## src/hw/rtl/hrs_pkg.sv

```systemverilog
// ----------------------------------------------------------------------------
// hrs_pkg
// Shared types, constants and helpers of the response header scanner.
// ----------------------------------------------------------------------------
package hrs_pkg;

   localparam int DATE_BYTES  = 32;
   localparam int LENGTH_BITS = 48;
   localparam int DAW         = $clog2(DATE_BYTES);
   localparam int DLW         = 6;
   localparam int QDEPTH      = 4;
   localparam int QPW         = $clog2(QDEPTH);

   localparam logic [8*4-1:0]  PROTO_TAG = "HTTP";
   localparam logic [8*14-1:0] CL_TEXT  = "content-length";
   localparam logic [8*13-1:0] LM_TEXT  = "last-modified";
   localparam logic [3:0]      CL_LEN   = 4'd14;
   localparam logic [3:0]      LM_LEN   = 4'd13;
   localparam logic [7:0]      CH_LF    = 8'd10;
   localparam logic [7:0]      CH_COLON = 8'h3a;
   localparam logic [7:0]      CH_PLUS  = 8'h2b;
   localparam logic [2:0]      CODE_DIGITS = 3'd3;
   localparam logic [2:0]      BAD_TOKEN   = 3'd7;

   typedef enum logic [3:0] {
      PH_HEAD, PH_NAME_LEAD, PH_NAME_BODY, PH_NAME_TAIL, PH_VAL_LEAD,
      PH_VAL_BODY, PH_TOK1, PH_GAP, PH_TOK2, PH_REST
   } phase_type;

   typedef enum logic {
      BK_IDLE, BK_DRAIN
   } back_state_type;

   typedef enum logic {
      KIND_SUMMARY = 1'b0,
      KIND_DATE    = 1'b1
   } kind_type;

   typedef struct packed {
      logic                   wr_en;
      logic [DAW:0]           wr_addr;
      logic [7:0]             wr_data;
      logic                   sum_en;
      logic [9:0]             resp_code;
      logic                   status_found;
      logic [LENGTH_BITS-1:0] body_length;
      logic [DLW-1:0]         date_length;
      logic                   date_truncated;
      logic                   bank;
   } qent_type;

   function automatic logic is_ws(logic [7:0] c);
      return (c == 8'd32) || (c >= 8'd9 && c <= 8'd13);
   endfunction

   function automatic logic is_digit(logic [7:0] c);
      return (c >= 8'h30 && c <= 8'h39);
   endfunction

   function automatic logic [7:0] to_lower(logic [7:0] c);
      return (c >= 8'h41 && c <= 8'h5a) ? c + 8'd32 : c;
   endfunction

   function automatic logic [7:0] cl_char(logic [3:0] i);
      return (i < CL_LEN) ? CL_TEXT[8*(13 - 32'(i)) +: 8] : 8'd0;
   endfunction

   function automatic logic [7:0] lm_char(logic [3:0] i);
      return (i < LM_LEN) ? LM_TEXT[8*(12 - 32'(i)) +: 8] : 8'd0;
   endfunction

endpackage

```

## src/hw/rtl/hrs_if.sv

```systemverilog
// ----------------------------------------------------------------------------
// hrs_req_if / hrs_rsp_if
// Valid/ready channels of the response header scanner.
// ----------------------------------------------------------------------------
interface hrs_req_if;
   logic       valid;
   logic       ready;
   logic [7:0] data_byte;
   logic       end_of_block;
   modport source (output valid, data_byte, end_of_block, input ready);
   modport sink (input valid, data_byte, end_of_block, output ready);
endinterface

interface hrs_rsp_if;
   logic        valid;
   logic        ready;
   logic        kind;
   logic [9:0]  resp_code;
   logic        status_found;
   logic [47:0] body_length;
   logic [5:0]  date_length;
   logic        date_truncated;
   logic [7:0]  date_byte;
   logic        last;
   modport source (output valid, kind, resp_code, status_found, body_length,
                   date_length, date_truncated, date_byte, last, input ready);
   modport sink (input valid, kind, resp_code, status_found, body_length,
                 date_length, date_truncated, date_byte, last, output ready);
endinterface

```

## src/hw/rtl/hrs_front.sv

```systemverilog
// ----------------------------------------------------------------------------
// hrs_front
// Scans one header byte per cycle while the queue has room; issues date writes and block summaries.
// ----------------------------------------------------------------------------
module hrs_front (
   input  logic              clock,
   input  logic              reset,
   input  logic              in_valid,
   input  logic [7:0]        in_byte,
   input  logic              in_eob,
   output logic              in_ready,
   input  logic              q_full,
   output logic              q_push,
   output hrs_pkg::qent_type q_data
);
   import hrs_pkg::*;

   localparam int LB = LENGTH_BITS;

   phase_type      ph_ff, ph_in;
   logic [2:0]     pmc_ff, pmc_in;
   logic [1:0]     nmf_ff, nmf_in;
   logic [3:0]     nci_ff, nci_in;
   logic [2:0]     tdc_ff, tdc_in;
   logic [9:0]     tdig_ff, tdig_in;
   logic [LB-1:0]  acc_ff, acc_in;
   logic           nf_dig_ff, nf_dig_in;
   logic           nf_over_ff, nf_over_in;
   logic           nf_stop_ff, nf_stop_in;
   logic [9:0]     sc_ff, sc_in;
   logic           sf_ff, sf_in;
   logic [LB-1:0]  cl_ff, cl_in;
   logic           bsel_ff, bsel_in;
   logic [DLW-1:0] wlen_ff, wlen_in;
   logic [DLW-1:0] wtl_ff, wtl_in;
   logic [DLW-1:0] clen_ff, clen_in;
   logic           ctr_ff, ctr_in;

   logic           accept;
   logic [7:0]     c;
   logic [7:0]     lc;
   logic [LB+3:0]  prod;
   qent_type       ent;

   assign in_ready = !q_full;
   assign accept   = in_valid && in_ready;
   assign c        = in_byte;
   assign lc       = to_lower(in_byte);
   assign prod     = ({4'd0, acc_ff} << 3) + ({4'd0, acc_ff} << 1)
                     + (LB+4)'(c - 8'h30);

   always_comb begin
      ph_in = ph_ff; pmc_in = pmc_ff; nmf_in = nmf_ff; nci_in = nci_ff;
      tdc_in = tdc_ff; tdig_in = tdig_ff; acc_in = acc_ff;
      nf_dig_in = nf_dig_ff; nf_over_in = nf_over_ff; nf_stop_in = nf_stop_ff;
      sc_in = sc_ff; sf_in = sf_ff; cl_in = cl_ff; bsel_in = bsel_ff;
      wlen_in = wlen_ff; wtl_in = wtl_ff; clen_in = clen_ff; ctr_in = ctr_ff;
      ent = '0;

      if (c != CH_LF) begin
         if (ph_in == PH_HEAD) begin
            if (c == PROTO_TAG[8*(3 - 32'(pmc_ff[1:0])) +: 8]) begin
               pmc_in = pmc_ff + 3'd1;
               if (pmc_in == 3'd4) begin
                  ph_in = PH_TOK1;
               end
            end else if (pmc_ff == 3'd0) begin
               ph_in = PH_NAME_LEAD;
            end else begin
               ph_in  = PH_NAME_BODY;
               nmf_in = 2'b00;
               nci_in = {1'b0, pmc_ff};
            end
         end
         if (ph_in == PH_TOK1 && ph_ff == PH_HEAD) begin
         end else if (ph_in inside {PH_NAME_LEAD, PH_NAME_BODY, PH_NAME_TAIL}) begin
            if (c == CH_COLON) begin
               if (ph_in == PH_NAME_LEAD) begin
                  nmf_in = 2'b00;
               end else begin
                  if (nci_in != CL_LEN) nmf_in[0] = 1'b0;
                  if (nci_in != LM_LEN) nmf_in[1] = 1'b0;
               end
               ph_in = PH_VAL_LEAD;
               acc_in = '0; nf_dig_in = 1'b0; nf_over_in = 1'b0; nf_stop_in = 1'b0;
               wlen_in = '0; wtl_in = '0;
            end else if (is_ws(c)) begin
               if (ph_in == PH_NAME_BODY) ph_in = PH_NAME_TAIL;
            end else begin
               if (ph_in == PH_NAME_TAIL) nmf_in = 2'b00;
               ph_in = PH_NAME_BODY;
               if (nci_in >= CL_LEN || lc != cl_char(nci_in)) nmf_in[0] = 1'b0;
               if (nci_in >= LM_LEN || lc != lm_char(nci_in)) nmf_in[1] = 1'b0;
               if (nci_in != 4'd15) nci_in = nci_in + 4'd1;
            end
         end else if (ph_in inside {PH_VAL_LEAD, PH_VAL_BODY}) begin
            if (!(ph_in == PH_VAL_LEAD && is_ws(c))) begin
               if (nmf_in[0] && !nf_stop_ff) begin
                  if (is_digit(c)) begin
                     nf_dig_in = 1'b1;
                     if (!nf_over_ff) begin
                        if (prod[LB+3:LB] != 4'd0) nf_over_in = 1'b1;
                        else acc_in = prod[LB-1:0];
                     end
                  end else if (!(ph_in == PH_VAL_LEAD && c == CH_PLUS)) begin
                     nf_stop_in = 1'b1;
                  end
               end
               if (nmf_in[1]) begin
                  if (32'(wlen_ff) < DATE_BYTES) begin
                     ent.wr_en   = 1'b1;
                     ent.wr_addr = {!bsel_ff, wlen_ff[DAW-1:0]};
                     ent.wr_data = c;
                     wlen_in     = wlen_ff + DLW'(1);
                     if (!is_ws(c)) wtl_in = wlen_in;
                  end else if (!is_ws(c)) begin
                     nf_over_in = 1'b1;
                  end
               end
               ph_in = PH_VAL_BODY;
            end
         end else if (ph_in == PH_TOK1) begin
            if (is_ws(c)) ph_in = PH_GAP;
         end else if (ph_in inside {PH_GAP, PH_TOK2}) begin
            if (ph_in == PH_GAP && !is_ws(c)) ph_in = PH_TOK2;
            if (ph_in == PH_TOK2) begin
               if (is_ws(c)) begin
                  ph_in = PH_REST;
               end else if (is_digit(c) && tdc_in < CODE_DIGITS) begin
                  tdig_in = 10'((tdig_in << 3) + (tdig_in << 1) + 10'(c - 8'h30));
                  tdc_in  = tdc_in + 3'd1;
               end else begin
                  tdc_in = BAD_TOKEN;
               end
            end
         end
      end

      if (c == CH_LF || in_eob) begin
         if ((ph_in == PH_TOK2 || ph_in == PH_REST) && tdc_in == CODE_DIGITS) begin
            sc_in = tdig_in;
            sf_in = 1'b1;
         end
         if (ph_in == PH_VAL_BODY) begin
            if (nmf_in[0] && nf_dig_in && !nf_over_in) cl_in = acc_in;
            if (nmf_in[1]) begin
               ctr_in  = nf_over_in;
               clen_in = nf_over_in ? DLW'(DATE_BYTES) : wtl_in;
               bsel_in = !bsel_in;
            end
         end
         ph_in = PH_HEAD; pmc_in = '0; nmf_in = 2'b11; nci_in = '0;
         tdc_in = '0; tdig_in = '0; acc_in = '0;
         nf_dig_in = 1'b0; nf_over_in = 1'b0; nf_stop_in = 1'b0;
         wlen_in = '0; wtl_in = '0;
      end

      if (in_eob) begin
         ent.sum_en         = 1'b1;
         ent.resp_code      = sc_in;
         ent.status_found   = sf_in;
         ent.body_length    = cl_in;
         ent.date_length    = clen_in;
         ent.date_truncated = ctr_in;
         ent.bank           = bsel_in;
         sc_in = '0; sf_in = 1'b0; cl_in = '0; bsel_in = 1'b0;
         clen_in = '0; ctr_in = 1'b0;
      end
   end

   assign q_push = accept && (ent.wr_en || ent.sum_en);
   assign q_data = ent;

   always_ff @(posedge clock) begin
      if (reset) begin
         ph_ff <= PH_HEAD; pmc_ff <= '0; nmf_ff <= 2'b11; nci_ff <= '0;
         tdc_ff <= '0; tdig_ff <= '0; acc_ff <= '0;
         nf_dig_ff <= 1'b0; nf_over_ff <= 1'b0; nf_stop_ff <= 1'b0;
         sc_ff <= '0; sf_ff <= 1'b0; cl_ff <= '0; bsel_ff <= 1'b0;
         wlen_ff <= '0; wtl_ff <= '0; clen_ff <= '0; ctr_ff <= 1'b0;
      end else if (accept) begin
         ph_ff <= ph_in; pmc_ff <= pmc_in; nmf_ff <= nmf_in; nci_ff <= nci_in;
         tdc_ff <= tdc_in; tdig_ff <= tdig_in; acc_ff <= acc_in;
         nf_dig_ff <= nf_dig_in; nf_over_ff <= nf_over_in; nf_stop_ff <= nf_stop_in;
         sc_ff <= sc_in; sf_ff <= sf_in; cl_ff <= cl_in; bsel_ff <= bsel_in;
         wlen_ff <= wlen_in; wtl_ff <= wtl_in; clen_ff <= clen_in; ctr_ff <= ctr_in;
      end
   end

endmodule

```

## src/hw/rtl/hrs_queue.sv

```systemverilog
// ----------------------------------------------------------------------------
// hrs_queue
// Short queue of write and summary commands between front and back.
// ----------------------------------------------------------------------------
module hrs_queue (
   input  logic              clock,
   input  logic              reset,
   input  logic              push,
   input  hrs_pkg::qent_type push_data,
   output logic              full,
   input  logic              pop,
   output logic              not_empty,
   output hrs_pkg::qent_type head
);
   import hrs_pkg::*;

   qent_type       slot_ff [QDEPTH];
   logic [QPW-1:0] wp_ff, wp_in;
   logic [QPW-1:0] rp_ff, rp_in;
   logic [QPW:0]   cnt_ff, cnt_in;

   assign full      = (32'(cnt_ff) == QDEPTH);
   assign not_empty = (cnt_ff != '0);
   assign head      = slot_ff[rp_ff];

   always_comb begin
      wp_in  = push ? wp_ff + QPW'(1) : wp_ff;
      rp_in  = pop ? rp_ff + QPW'(1) : rp_ff;
      cnt_in = cnt_ff + (QPW+1)'(push) - (QPW+1)'(pop);
   end

   always_ff @(posedge clock) begin
      if (reset) begin
         wp_ff  <= '0;
         rp_ff  <= '0;
         cnt_ff <= '0;
      end else begin
         wp_ff  <= wp_in;
         rp_ff  <= rp_in;
         cnt_ff <= cnt_in;
      end
   end

   always_ff @(posedge clock) begin
      if (push) begin
         slot_ff[wp_ff] <= push_data;
      end
   end

   a_no_overflow: assert property (@(posedge clock) disable iff (reset)
      full |-> !push) else $error("queue written while full");
   a_no_underflow: assert property (@(posedge clock) disable iff (reset)
      !not_empty |-> !pop) else $error("queue read while empty");
   a_count_bound: assert property (@(posedge clock) disable iff (reset)
      32'(cnt_ff) <= QDEPTH) else $error("queue count out of range");

endmodule

```

## src/hw/rtl/hrs_back.sv

```systemverilog
// ----------------------------------------------------------------------------
// hrs_back
// Applies date writes to the two banks and emits summary and date results.
// ----------------------------------------------------------------------------
module hrs_back (
   input  logic              clock,
   input  logic              reset,
   input  logic              q_not_empty,
   input  hrs_pkg::qent_type q_head,
   output logic              q_pop,
   hrs_rsp_if.source         rsp
);
   import hrs_pkg::*;

   logic [7:0]     mem [2*DATE_BYTES];
   logic [7:0]     rd_data_ff;

   back_state_type state_ff, state_in;
   logic [DLW-1:0] idx_ff, idx_in;
   logic [DLW-1:0] len_ff, len_in;
   logic           bank_ff, bank_in;
   logic           dok_ff, dok_in;

   logic           ov_ff, ov_in;
   logic           o_kind_ff, o_kind_in;
   logic [9:0]     o_sc_ff, o_sc_in;
   logic           o_sf_ff, o_sf_in;
   logic [LENGTH_BITS-1:0] o_cl_ff, o_cl_in;
   logic [DLW-1:0] o_dl_ff, o_dl_in;
   logic           o_dt_ff, o_dt_in;
   logic [7:0]     o_db_ff, o_db_in;
   logic           o_last_ff, o_last_in;

   logic           out_free;
   logic           load;

   assign out_free = !ov_ff || rsp.ready;

   always_comb begin
      state_in = state_ff; idx_in = idx_ff; len_in = len_ff; bank_in = bank_ff;
      dok_in = 1'b0;
      ov_in = ov_ff && !rsp.ready;
      o_kind_in = o_kind_ff; o_sc_in = o_sc_ff; o_sf_in = o_sf_ff; o_cl_in = o_cl_ff;
      o_dl_in = o_dl_ff; o_dt_in = o_dt_ff; o_db_in = o_db_ff; o_last_in = o_last_ff;
      q_pop = 1'b0;
      load  = 1'b0;
      case (state_ff)
         BK_IDLE: begin
            if (q_not_empty && (!q_head.sum_en || out_free)) begin
               q_pop = 1'b1;
               if (q_head.sum_en) begin
                  load      = 1'b1;
                  ov_in     = 1'b1;
                  o_kind_in = KIND_SUMMARY;
                  o_sc_in   = q_head.resp_code;
                  o_sf_in   = q_head.status_found;
                  o_cl_in   = q_head.body_length;
                  o_dl_in   = q_head.date_length;
                  o_dt_in   = q_head.date_truncated;
                  o_db_in   = '0;
                  o_last_in = (q_head.date_length == '0);
                  idx_in    = '0;
                  len_in    = q_head.date_length;
                  bank_in   = q_head.bank;
                  if (q_head.date_length != '0) begin
                     state_in = BK_DRAIN;
                  end
               end
            end
         end
         BK_DRAIN: begin
            dok_in = 1'b1;
            if (dok_ff && out_free) begin
               load      = 1'b1;
               ov_in     = 1'b1;
               o_kind_in = KIND_DATE;
               o_sc_in   = '0;
               o_sf_in   = 1'b0;
               o_cl_in   = '0;
               o_dl_in   = '0;
               o_dt_in   = 1'b0;
               o_db_in   = rd_data_ff;
               o_last_in = (idx_ff + DLW'(1) == len_ff);
               idx_in    = idx_ff + DLW'(1);
               dok_in    = 1'b0;
               if (o_last_in) begin
                  state_in = BK_IDLE;
               end
            end
         end
         default: begin
            state_in = BK_IDLE;
         end
      endcase
   end

   always_ff @(posedge clock) begin
      if (reset) begin
         state_ff <= BK_IDLE;
         dok_ff   <= 1'b0;
         ov_ff    <= 1'b0;
      end else begin
         state_ff <= state_in;
         dok_ff   <= dok_in;
         ov_ff    <= ov_in;
      end
   end

   always_ff @(posedge clock) begin
      idx_ff <= idx_in; len_ff <= len_in; bank_ff <= bank_in;
      o_kind_ff <= o_kind_in; o_sc_ff <= o_sc_in; o_sf_ff <= o_sf_in;
      o_cl_ff <= o_cl_in; o_dl_ff <= o_dl_in; o_dt_ff <= o_dt_in;
      o_db_ff <= o_db_in; o_last_ff <= o_last_in;
   end

   always_ff @(posedge clock) begin
      if (q_pop && q_head.wr_en) begin
         mem[q_head.wr_addr] <= q_head.wr_data;
      end
      rd_data_ff <= mem[{bank_ff, idx_ff[DAW-1:0]}];
   end

   assign rsp.valid          = ov_ff;
   assign rsp.kind           = o_kind_ff;
   assign rsp.resp_code      = o_sc_ff;
   assign rsp.status_found   = o_sf_ff;
   assign rsp.body_length    = o_cl_ff;
   assign rsp.date_length    = o_dl_ff;
   assign rsp.date_truncated = o_dt_ff;
   assign rsp.date_byte      = o_db_ff;
   assign rsp.last           = o_last_ff;

   a_no_pop_in_drain: assert property (@(posedge clock) disable iff (reset)
      state_ff == BK_DRAIN |-> !q_pop) else $error("command taken during drain");
   a_drain_in_range: assert property (@(posedge clock) disable iff (reset)
      state_ff == BK_DRAIN |-> idx_ff < len_ff) else $error("drain index past length");
   a_last_ends_drain: assert property (@(posedge clock) disable iff (reset)
      (load && o_last_in) |=> state_ff == BK_IDLE) else $error("drain not ended");
   a_load_when_free: assert property (@(posedge clock) disable iff (reset)
      load |-> out_free) else $error("result overwritten");

endmodule

```

## src/hw/rtl/http_response_header_scanner_core.sv

```systemverilog
// ----------------------------------------------------------------------------
// http_response_header_scanner_core
// Scans response header bytes and reports status, length and date fields.
// ----------------------------------------------------------------------------
// The scanner takes one header byte per cycle as long as its command queue has
// room, also while an earlier block is still being drained. The request that
// ends a block yields one summary result and then the stored last-modified
// bytes, each fetched by a registered read of the date bank memory. A
// four-entry command queue sits between the byte scanner and the result
// stage, so the next block may begin while the previous one is still being
// drained, until that queue fills with date writes and summaries.
module http_response_header_scanner_core (
   input logic       clock,
   input logic       reset,
   hrs_req_if.sink   req,
   hrs_rsp_if.source rsp
);
   import hrs_pkg::*;

   qent_type q_in;
   qent_type q_head;
   logic     q_push;
   logic     q_pop;
   logic     q_full;
   logic     q_not_empty;

   hrs_front u_front (
      .clock    (clock),
      .reset    (reset),
      .in_valid (req.valid),
      .in_byte  (req.data_byte),
      .in_eob   (req.end_of_block),
      .in_ready (req.ready),
      .q_full   (q_full),
      .q_push   (q_push),
      .q_data   (q_in)
   );

   hrs_queue u_queue (
      .clock     (clock),
      .reset     (reset),
      .push      (q_push),
      .push_data (q_in),
      .full      (q_full),
      .pop       (q_pop),
      .not_empty (q_not_empty),
      .head      (q_head)
   );

   hrs_back u_back (
      .clock       (clock),
      .reset       (reset),
      .q_not_empty (q_not_empty),
      .q_head      (q_head),
      .q_pop       (q_pop),
      .rsp         (rsp)
   );

endmodule
```

## src/flat_wrapper.sv

```systemverilog
// flat-port wrapper written by rule: the top's interface ports become plain ports
module http_response_header_scanner_core_flat import hrs_pkg::*;
  (clock, reset, req_valid, req_data_byte, req_end_of_block, req_ready, rsp_valid, rsp_kind, rsp_resp_code, rsp_status_found, rsp_body_length, rsp_date_length, rsp_date_truncated, rsp_date_byte, rsp_last, rsp_ready);
  hrs_req_if req_i ();
  hrs_rsp_if rsp_i ();
  input logic clock;
  input logic reset;
  input wire logic [$bits(req_i.valid)-1:0] req_valid;
  input wire logic [$bits(req_i.data_byte)-1:0] req_data_byte;
  input wire logic [$bits(req_i.end_of_block)-1:0] req_end_of_block;
  output wire logic [$bits(req_i.ready)-1:0] req_ready;
  output wire logic [$bits(rsp_i.valid)-1:0] rsp_valid;
  output wire logic [$bits(rsp_i.kind)-1:0] rsp_kind;
  output wire logic [$bits(rsp_i.resp_code)-1:0] rsp_resp_code;
  output wire logic [$bits(rsp_i.status_found)-1:0] rsp_status_found;
  output wire logic [$bits(rsp_i.body_length)-1:0] rsp_body_length;
  output wire logic [$bits(rsp_i.date_length)-1:0] rsp_date_length;
  output wire logic [$bits(rsp_i.date_truncated)-1:0] rsp_date_truncated;
  output wire logic [$bits(rsp_i.date_byte)-1:0] rsp_date_byte;
  output wire logic [$bits(rsp_i.last)-1:0] rsp_last;
  input wire logic [$bits(rsp_i.ready)-1:0] rsp_ready;
  assign req_i.valid = req_valid;
  assign req_i.data_byte = req_data_byte;
  assign req_i.end_of_block = req_end_of_block;
  assign req_ready = req_i.ready;
  assign rsp_valid = rsp_i.valid;
  assign rsp_kind = rsp_i.kind;
  assign rsp_resp_code = rsp_i.resp_code;
  assign rsp_status_found = rsp_i.status_found;
  assign rsp_body_length = rsp_i.body_length;
  assign rsp_date_length = rsp_i.date_length;
  assign rsp_date_truncated = rsp_i.date_truncated;
  assign rsp_date_byte = rsp_i.date_byte;
  assign rsp_last = rsp_i.last;
  assign rsp_i.ready = rsp_ready;
  http_response_header_scanner_core u_core (.clock(clock), .reset(reset), .req(req_i), .rsp(rsp_i));
endmodule
```

## config.mk

```make
export PLATFORM = sky130hd
export DESIGN_NAME = http_response_header_scanner_core_flat
export DESIGN_NICKNAME = d
export VERILOG_FILES = /design/src/hw/rtl/hrs_pkg.sv /design/src/hw/rtl/hrs_if.sv /design/src/hw/rtl/hrs_front.sv /design/src/hw/rtl/hrs_queue.sv /design/src/hw/rtl/hrs_back.sv /design/src/hw/rtl/http_response_header_scanner_core.sv /design/src/flat_wrapper.sv
export SDC_FILE = /design/constraint.sdc
export NUM_CORES = 2
export LEC_CHECK = 0
export ABC_AREA = 1
export BUFFER_PORTS_ARGS = -buffer_cell sky130_fd_sc_hd__buf_2
export CAP_MARGIN = 25
export CORE_MARGIN = 5
export CORE_UTILIZATION = 32
export CTS_CLUSTER_SIZE = 30
export DETAILED_ROUTE_END_ITERATION = 8
export PLACE_DENSITY = 0.57
export SLEW_MARGIN = 15
export SYNTH_ARGS = -nofsm -noshare
export SYNTH_HDL_FRONTEND = slang
export SYNTH_SLANG_ARGS = --single-unit
```

## constraint.sdc

```tcl
create_clock -name clock -period 21.1 [get_ports clock]
set_input_delay 2.11 -clock clock [delete_from_list [all_inputs] [get_ports clock]]
set_output_delay 2.11 -clock clock [all_outputs]
set_load 0.01 [all_outputs]
```

==> flow_metrics.tcl <==
set metrics [dict create \
    pwr-share-seq 0.409 \
    maxCapViolations 0 \
    rsz0062_at_grt "no" \
    io_buffers 90 \
    yosys_register_bits 1109 \
    ys_warn_count 0 \
    avgRoutedWirePerCell_um 19.7 \
    dieArea_um2 171000 \
    clock_skew_ns 0.0858 \
    finalCritPeriodShare 0.376 \
    power.internal_w 0.00452 \
    mostFrequentLayoutCell "edfxtp_1" \
    cts_hold_buffers 0 \
    synthCells 5343 \
    clock_latency_ns 0.79 \
    postRouteAntennaNets 0 \
    avgSynthCellArea_um2 9.77 \
    cp-start-kind "input port" \
    startpoint "req_data_byte[4]" \
    routed_wl_mm 150 \
    path_clk_slew_ns 0.06 \
    netlist_top_cells_area "edfxtp_1 (54%), dfxtp_1 (6.8%), nor2_1 (6.7%)" \
    grt_pass1_wl_mm 227 \
    gp_congestion 0.906 \
    fmax_mhz 126 \
    cp_data_arrival_time_ns 8.45 \
    leakagePower_nw 20.6 \
    comb_power_share 0.293 \
    postCtsSetupBuffers 0 \
    p_switching_w 0.00256 \
    num_vias 38404 \
    layout_min_cycle_time_ns 7.94 \
    path_class "in2reg" \
    worst-slew-pin-transition_ns 1.05 \
    powerDensity_nw_per_um2 120 \
    setup_viol 0 \
    drt_drc_violations_left 0 \
    die_width_um 414 \
    numCtsBuffers 114 \
    setup.worst_path.end_class "register" \
    setup_tns_ns 0 \
    final_cell_mix "edfxtp_1 (933), nor2_1 (926), nand2_1 (857)" \
    status "finished, final reports clean" \
    hold_viol 0 \
    final_cells 7598 \
    first_pass_iters 7 \
    cts.path.max_buffers 3 \
    place_inst 7379 \
    cts_sinks 1109 \
    r2r-start "u_core.u_front.pmc_ff[0]" \
    final_nets 5478 \
    grt_overflow 0 \
    relSlewSlack 0.297 \
    rows 148 \
    switching_share 0.362 \
    required_ns 21.61 \
    hpwl_mm 93.4 \
    htree_levels 3 \
    synth_top_area_cell "edfxtp_1" \
    slew_violations 0 \
    synth_cell_type_count 52 \
    viasPerCell 5.05 \
    drive_gt1_frac 0.0749 \
    die_y_um 414 \
    critPathMaxFanout 48 \
    hp-class "reg2reg" \
    grt_max_degree 173 \
    drtIter0Drc 3163 \
    ctsResizeCount 0 \
    syn_area_um2 52200 \
    syn_nets 5501 \
    antenna_found_initial 8 \
    syn2layout_area_growth_pct 12.9 \
    cts_tree "done" \
    grtUsageTotal 0.171 \
    coreArea_um2 162000 \
    ys_seq_area_frac 0.604 \
    grt_pass1_vias 37264 \
    hold_start "u_core.u_front.cl_ff[11]" \
    initial_core_util 0.321 \
    finalPower_w 0.00708 \
    power_frac_clock 0.298 \
    irDropWorstVdd_v 0.0000852 \
    cts-root-buf "clkbuf_16" \
    ios 91 \
    yosys.area.top_type_share 0.537 \
]
## area by class of cell
cell class	instances	area (um2)
diodes	1	2.50
clock buffers	151	3140
clock inverters	67	855
fillers	16174	103000
inverters	371	1400
multi-input cells	3579	18300
flip-flops and latches	1109	31600
well taps	2175	2720
repair buffers	145	895
## sequential cells by signal (all words and copies together) (netlist names), 8 cells and up, named ones only
name,flops
u_core.u_front.tdig_ff,10
u_core.u_back.rsp.resp_code,10
u_core.u_front.sc_ff,10
u_core.u_back.rsp.date_byte,8
u_core.u_front.cl_ff,48
u_core.u_back.rd_data_ff,8
u_core.u_back.mem,512
u_core.u_queue.slot_ff,332
u_core.u_front.acc_ff,48
u_core.u_back.rsp.body_length,48
## final timing paths
path	to	slack, ns	cells past startpoint
worst max register to register	u_core.u_queue.slot_ff[2][8]	15.28	27
worst min-delay path	u_core.u_front.cl_ff[11]	0.46	2
worst max-delay path	u_core.u_queue.slot_ff[2][8]	13.16	26
worst min register to register	u_core.u_front.cl_ff[11]	0.46	2
## power by group through the flow
stage,sequential (W),combinational [W],clock [W]
after floorplan,0.00296,0.00118,0
after global placement,0.00294,0.00206,0
after detailed placement,0.00294,0.00208,0
after CTS,0.00290,0.00209,0.00215
after global routing,0.00291,0.00226,0.00225
final,0.00289,0.00207,0.00211
## logic make-up after synthesis
kind of cell             Yosys count  share of synthesized area
multiplexers                       1                   0.000192
adder cells (fa/ha/maj)          145                     0.0427
XOR/XNOR                          68                     0.0114
buffers and inverters            655                     0.0483
AND/OR/NAND/NOR                 2218                      0.175
flip-flops                      1109                      0.604
AO/OA/AOI/OAI                   1147                      0.118
## cells in the mapped netlist (all sizes together)
cell type / count
xor2: 25
o21bai: 6
o32ai: 10
xnor2: 43
nor3: 19
fa: 55
dfxtp: 176
nor2: 947
a211oi: 8
inv: 368
mux2i: 1
edfxtp: 933
nand3b: 2
nand4: 132
or2: 10
nand2: 869
o21a: 1
nand3: 233
a22oi: 1
clkbuf: 234
ha: 90
o2111ai: 1
a31oi: 6
o211ai: 3
o31ai: 3
nor4: 5
o22ai: 174
a21oi: 339
a21o: 7
o21ai: 571
nand2b: 1
o221ai: 1
a32o: 1
buf: 50
a21boi: 2
a32oi: 12
o311ai: 1
clkinv: 3
## metrics by stage
step           utilization  area (um2)  setup slack, ns  hold WS [ns]
4_1_cts              0.363       58900            13.20         0.464
6_report             0.363       58900            13.16         0.463
2_1_floorplan            -       52200            12.75         0.406
3_3_place_gp         0.338       54900            12.53         0.442
5_1_grt              0.363       58900            12.54         0.474
3_5_place_dp         0.338       54900            12.42         0.455
## worst max-delay path: stages
cell and delay, ns:
buf_2 0.21, ha_1 0.32, nor2_4 0.12, buf_4 0.61
fa_1 0.54, ha_1 0.35, a21oi_1 0.20, nor2_1 0.06
nor2_1 0.14, nand3_1 0.30, nand2_1 0.15, nand2_1 0.15
nand3_1 0.17, nand3_1 0.10, nand2_1 0.07, nand2_1 0.05
nor2_1 0.19, nand2_1 0.11, nand2_1 0.07, o311ai_1 0.10
nand2_2 0.38, buf_4 0.55, nand3_4 0.67, nand2_1 0.29
nand2_1 0.07, nor2_1 0.22
## layer usage
layer,share of wire,global-route usage,up-vias
li1,-,-,18493
met1,0.44,0.227,18683
met2,0.48,0.288,966
met3,0.051,0.0241,258
met4,0.031,0.0569,4
met5,0.00018,0,-
(Power assumes the default switching activity.)
